[config.mk]
export PLATFORM = sky130hd
export DESIGN_NAME = rbi_regs
export DESIGN_NICKNAME = d
export VERILOG_FILES = /design/src/sv/rbi_pkg.sv /design/src/sv/rbi_regs.sv
export SDC_FILE = /design/constraint.sdc
export NUM_CORES = 1
export LEC_CHECK = 0
export BUFFER_PORTS_ARGS = -buffer_cell sky130_fd_sc_hd__buf_2
export CELL_PAD_IN_SITES_DETAIL_PLACEMENT = 0
export CELL_PAD_IN_SITES_GLOBAL_PLACEMENT = 1
export CORE_AREA = 2 2 107 161
export CTS_CLUSTER_SIZE = 8
export DETAILED_ROUTE_END_ITERATION = 6
export DIE_AREA = 0 0 109 163
export PLACE_DENSITY_LB_ADDON = 0.1
export SLEW_MARGIN = 25
export SYNTH_ARGS = -nofsm -noshare
export SYNTH_HDL_FRONTEND = slang
export SYNTH_SLANG_ARGS = --single-unit
[constraint.sdc]
create_clock -name i_clk -period 1.45 [get_ports i_clk]
set_input_delay 0.29 -clock i_clk [delete_from_list [all_inputs] [get_ports i_clk]]
set_output_delay 0.29 -clock i_clk [all_outputs]
set_load 0.02 [all_outputs]
[src/sv/rbi_pkg.sv]
// Shared constants and types for the range/bearing innovation unit.
// No dependencies; imported by rbi_regs, the top level and the checker.
`default_nettype none

package rbi_pkg;

    localparam int FRAC_BITS = 16;

    // APB register map: four 32-bit words
    localparam int ADDR_W = 4;

    typedef enum logic [1:0] {
        REG_NOISE_00,
        REG_NOISE_01,
        REG_NOISE_10,
        REG_NOISE_11
    } t_reg_idx;

    // measurement noise R, indexed row*2+col
    typedef logic [3:0][31:0] t_noise;

    // angles in Q30 and in output fixed point
    localparam longint PI_Q30     = 64'sd3373259426;
    localparam longint TWO_PI_Q30 = 64'sd6746518853;
    localparam longint PI_F    = (PI_Q30 + (64'sd1 << (29 - FRAC_BITS))) >>> (30 - FRAC_BITS);
    localparam longint TWO_PI_F =
        (TWO_PI_Q30 + (64'sd1 << (29 - FRAC_BITS))) >>> (30 - FRAC_BITS);
    // reciprocal of 2*pi scaled by 2^50, rounded up
    localparam int     RECIP_SH = 50;
    localparam longint RECIP_2PI = (64'sd1 <<< RECIP_SH) / TWO_PI_F + 64'sd1;

    localparam int CORDIC_STEPS = 31;

    function automatic logic signed [35:0] atan_q30(input int i);
        case (i)
            0:  atan_q30 = 36'sd843314856;
            1:  atan_q30 = 36'sd497837829;
            2:  atan_q30 = 36'sd263043836;
            3:  atan_q30 = 36'sd133525158;
            4:  atan_q30 = 36'sd67021686;
            5:  atan_q30 = 36'sd33543515;
            6:  atan_q30 = 36'sd16775850;
            7:  atan_q30 = 36'sd8388437;
            8:  atan_q30 = 36'sd4194282;
            9:  atan_q30 = 36'sd2097149;
            10: atan_q30 = 36'sd1048575;
            11: atan_q30 = 36'sd524287;
            12: atan_q30 = 36'sd262143;
            13: atan_q30 = 36'sd131071;
            14: atan_q30 = 36'sd65535;
            15: atan_q30 = 36'sd32767;
            16: atan_q30 = 36'sd16383;
            17: atan_q30 = 36'sd8191;
            18: atan_q30 = 36'sd4095;
            19: atan_q30 = 36'sd2047;
            20: atan_q30 = 36'sd1023;
            21: atan_q30 = 36'sd511;
            22: atan_q30 = 36'sd255;
            23: atan_q30 = 36'sd127;
            24: atan_q30 = 36'sd63;
            25: atan_q30 = 36'sd31;
            26: atan_q30 = 36'sd15;
            27: atan_q30 = 36'sd8;
            28: atan_q30 = 36'sd4;
            29: atan_q30 = 36'sd2;
            30: atan_q30 = 36'sd1;
            default: atan_q30 = '0;
        endcase
    endfunction

endpackage

`default_nettype wire

[src/sv/rbi_regs.sv]
// APB configuration registers: measurement noise matrix R.
// Depends on rbi_pkg.
`default_nettype none

module rbi_regs import rbi_pkg::*; (
    input  logic              i_clk,
    input  logic              i_rst_n,
    input  logic              psel,
    input  logic              penable,
    input  logic              pwrite,
    input  logic [ADDR_W-1:0] paddr,
    input  logic [31:0]       pwdata,
    output logic [31:0]       prdata,
    output logic              pready,
    output t_noise            o_noise
);

    t_noise   r_noise;
    t_reg_idx w_idx;

    assign w_idx   = t_reg_idx'(paddr[3:2]);
    assign pready  = 1'b1;
    assign o_noise = r_noise;

    always_ff @(posedge i_clk) begin
        if (!i_rst_n) begin
            r_noise <= '0;
        end else if (psel && penable && pwrite) begin
            unique case (w_idx)
                REG_NOISE_00: r_noise[0] <= pwdata;
                REG_NOISE_01: r_noise[1] <= pwdata;
                REG_NOISE_10: r_noise[2] <= pwdata;
                REG_NOISE_11: r_noise[3] <= pwdata;
            endcase
        end
    end

    always_comb begin
        unique case (w_idx)
            REG_NOISE_00: prdata = r_noise[0];
            REG_NOISE_01: prdata = r_noise[1];
            REG_NOISE_10: prdata = r_noise[2];
            REG_NOISE_11: prdata = r_noise[3];
        endcase
    end

endmodule

`default_nettype wire

==> flow_summary.yaml <==
run_status:
  status: "finished, violations left"
  violations: "setup timing"
routing:
  final_antenna_net_count: 0
  vias: 4705
  post-route-drc-count: 0
  drt-initial-drc-count: 135
  vias_per_cell: 4.69
  firstDrtPassIters: 4
  wl_per_cell_um: 16.8
  wirelength_um: 16900
final_layout:
  nNetsFinal: 823
  drive_gt1_share_pct: 60.8
  largest_reg_flops: 128
  syn_to_final_growth_pct: 54.1
  nFillCells: 1540
  antenna_cells: 0
  utilization_pct: 51.2
synthesis:
  postSynthCellCount: 497
  syn_area_um2: 5470
  ys_seq_elements: 128
  yosysWarnings: 0
  ys_types: 16
  ys_seq_area_share_pct: 46.8
  synth.avg_cell_area_um2: 11.0
  synth_fp_nets: 538
die:
  io_pins: 202
  start_util_pct: 33.2
  dieWidth_um: 109
  die_h_um: 163
  core_um2: 16500
  num_rows: 58
  die_area_um2: 17800
timing:
  setup_viol: 32
  slew_violations: 0
  timing.final.ws_setup_ps: -214
  finClkSkew_ps: 0
  hold_viol_final: 0
  period_share_pct: 115
  rsz0062_at_grt: "true"
  fin_setup_tns_ps: -5900
  fmax_mhz: 601
  min_period_ps: 1660
clocking:
  insertion_delay_ps: 400
  root_buffer: "clkbuf_16"
  cts_hold_buf: 0
  clkTransAtPathRegs_ps: 60
  ctsLongestPathBuffers: 2
  cts_tree: "yes"
  htreeDepth: 4
  cts_buffers: 17
  clkSinkCount: 128
worst_setup_path:
  critPathCaptureType: "primary output"
  crit_arrival_ps: 1370
  worst_ep_required_time_ps: 1160
  reg2reg_from: "o_noise[126]"
  cp_max_fo: 3
  cp-start-kind: "flip-flop"
  cp-startpoint: "o_noise[102]"
  rr_worst_depth: 4
  crit_type: "reg2out"
pwr:
  p_comb_share_pct: 7.6
  power_density_nw_per_um2: 1070
  power_frac_seq_pct: 39.8
  p_sw_share_pct: 22.7
  peakVddDrop_v: 0.000709
  power_frac_clock_pct: 52.6
  p_int_mw: 6.98
  power.leakage_nw: 4.23
  switchingPower_mw: 2.05
placed_design:
  place_hpwl_um: 11400
  io_buffers: 198
  gp_congestion: 0.726
grt:
  grtUsageMet3_pct: 4.24
  antenna_found_initial: 0
  grt.overflow.total: 0
  grt_pass1_wl_um: 26200
  grt_pass1_vias: 4907
  grt.met1_usage_pct: 23.2
  grt_usage_pct: 19.5
  busiest_layer: "met2"
  use_met2_pct: 34.3
  grt_max_degree: 59
worst_hold_path:
  min_path_cells: 3
  hp-start: "pwdata[23]"
  hold_path.class: "in2reg"
flow_run:
  maxCapViolCount: 0
## critical path, stage by stage, from the launching register on
cell     delay, ps
dfxtp_2        340
mux4_2         480
buf_6          150
## layer usage
| metal | up-vias | routed length, um |
|---|---|---|
| met5 | - | 0 |
| met4 | 0 | 235 |
| met3 | 17 | 858 |
| met2 | 134 | 8840 |
| met1 | 2276 | 6970 |
| li1 | 2278 | - |
## layout make-up
| cell class | count | area (um2) | area share (%) |
|---|---|---|---|
| clock inverter | 12 | 208 | 2.46 |
| timing repair buffer | 307 | 2160 | 25.6 |
| clock buffer | 19 | 443 | 5.25 |
| tap | 210 | 263 | 3.12 |
| sequential | 128 | 2700 | 32.0 |
| inverter | 1 | 3.75 | 0.0445 |
| multi-input combinational | 327 | 2660 | 31.5 |
## synthesized netlist by cell type, drive strengths merged
cell,count,area [um2]
buf,27,205
clkbuf,14,52.6
conb,1,3.75
dfxtp,128,2560
inv,1,3.75
mux2i,128,1280
mux4,32,721
nand2,160,601
nand3,1,5.00
nand4,1,6.26
nor2,1,6.26
nor3,1,10.0
or2,1,6.26
or3,1,6.26
## per-stage QoR
stage / instances / instance area (um2) / total power, mW / hold WS (ps) / setup WS [ps]
4_1_cts: 1000 / 8380 / 9.11 / 185 / -238
6_report: 1004 / 8430 / 9.03 / 196 / -214
3_3_place_gp: 905 / 6930 / 4.30 / 450 / -235
5_1_grt: 1004 / 8430 / 9.32 / 211 / -250
3_5_place_dp: 905 / 6930 / 4.31 / 461 / -225
2_1_floorplan: 497 / 5510 / 4.06 / 494 / 4.84
## cell usage in the layout (no fill, tap or decap), types with 3 or more instances in the layout
cell,count
buf_12,11
clkbuf_16,17
dfxtp_1,19
mux2i_1,128
nand2_1,160
buf_4,99
bufinv_16,5
mux4_2,32
buf_2,164
dfxtp_2,109
clkinvlp_4,3
buf_6,33
## cell families after synthesis
group,count (synthesis),share of synthesized area [%]
buffers and inverters,42,4.78
flip-flops,128,46.8
multiplexers,160,36.6
other,1,0.0686
AND/OR/NAND/NOR,166,11.7
## repair_timing
action	in CTS	in global routing
gates resized for setup	157	18
setup buffers	64	4
endpoints found under the setup margin	32	32
## path summary, 6_finish.rpt
check / endpoint / slack (ps)
max: prdata[6] / -210
min: o_noise[55] / 200
max reg2reg: o_noise[126] / 660
min reg2reg: o_noise[26] / 460
## power groups by stage
stage	sequential [mW]	clock [mW]	combinational [mW]
after floorplan	3.72	0	0.331
after global placement	3.67	0	0.622
after detailed placement	3.68	0	0.629
after CTS	3.60	4.82	0.694
after global routing	3.60	4.97	0.742
final	3.60	4.75	0.684
(Power assumes the default switching activity.)
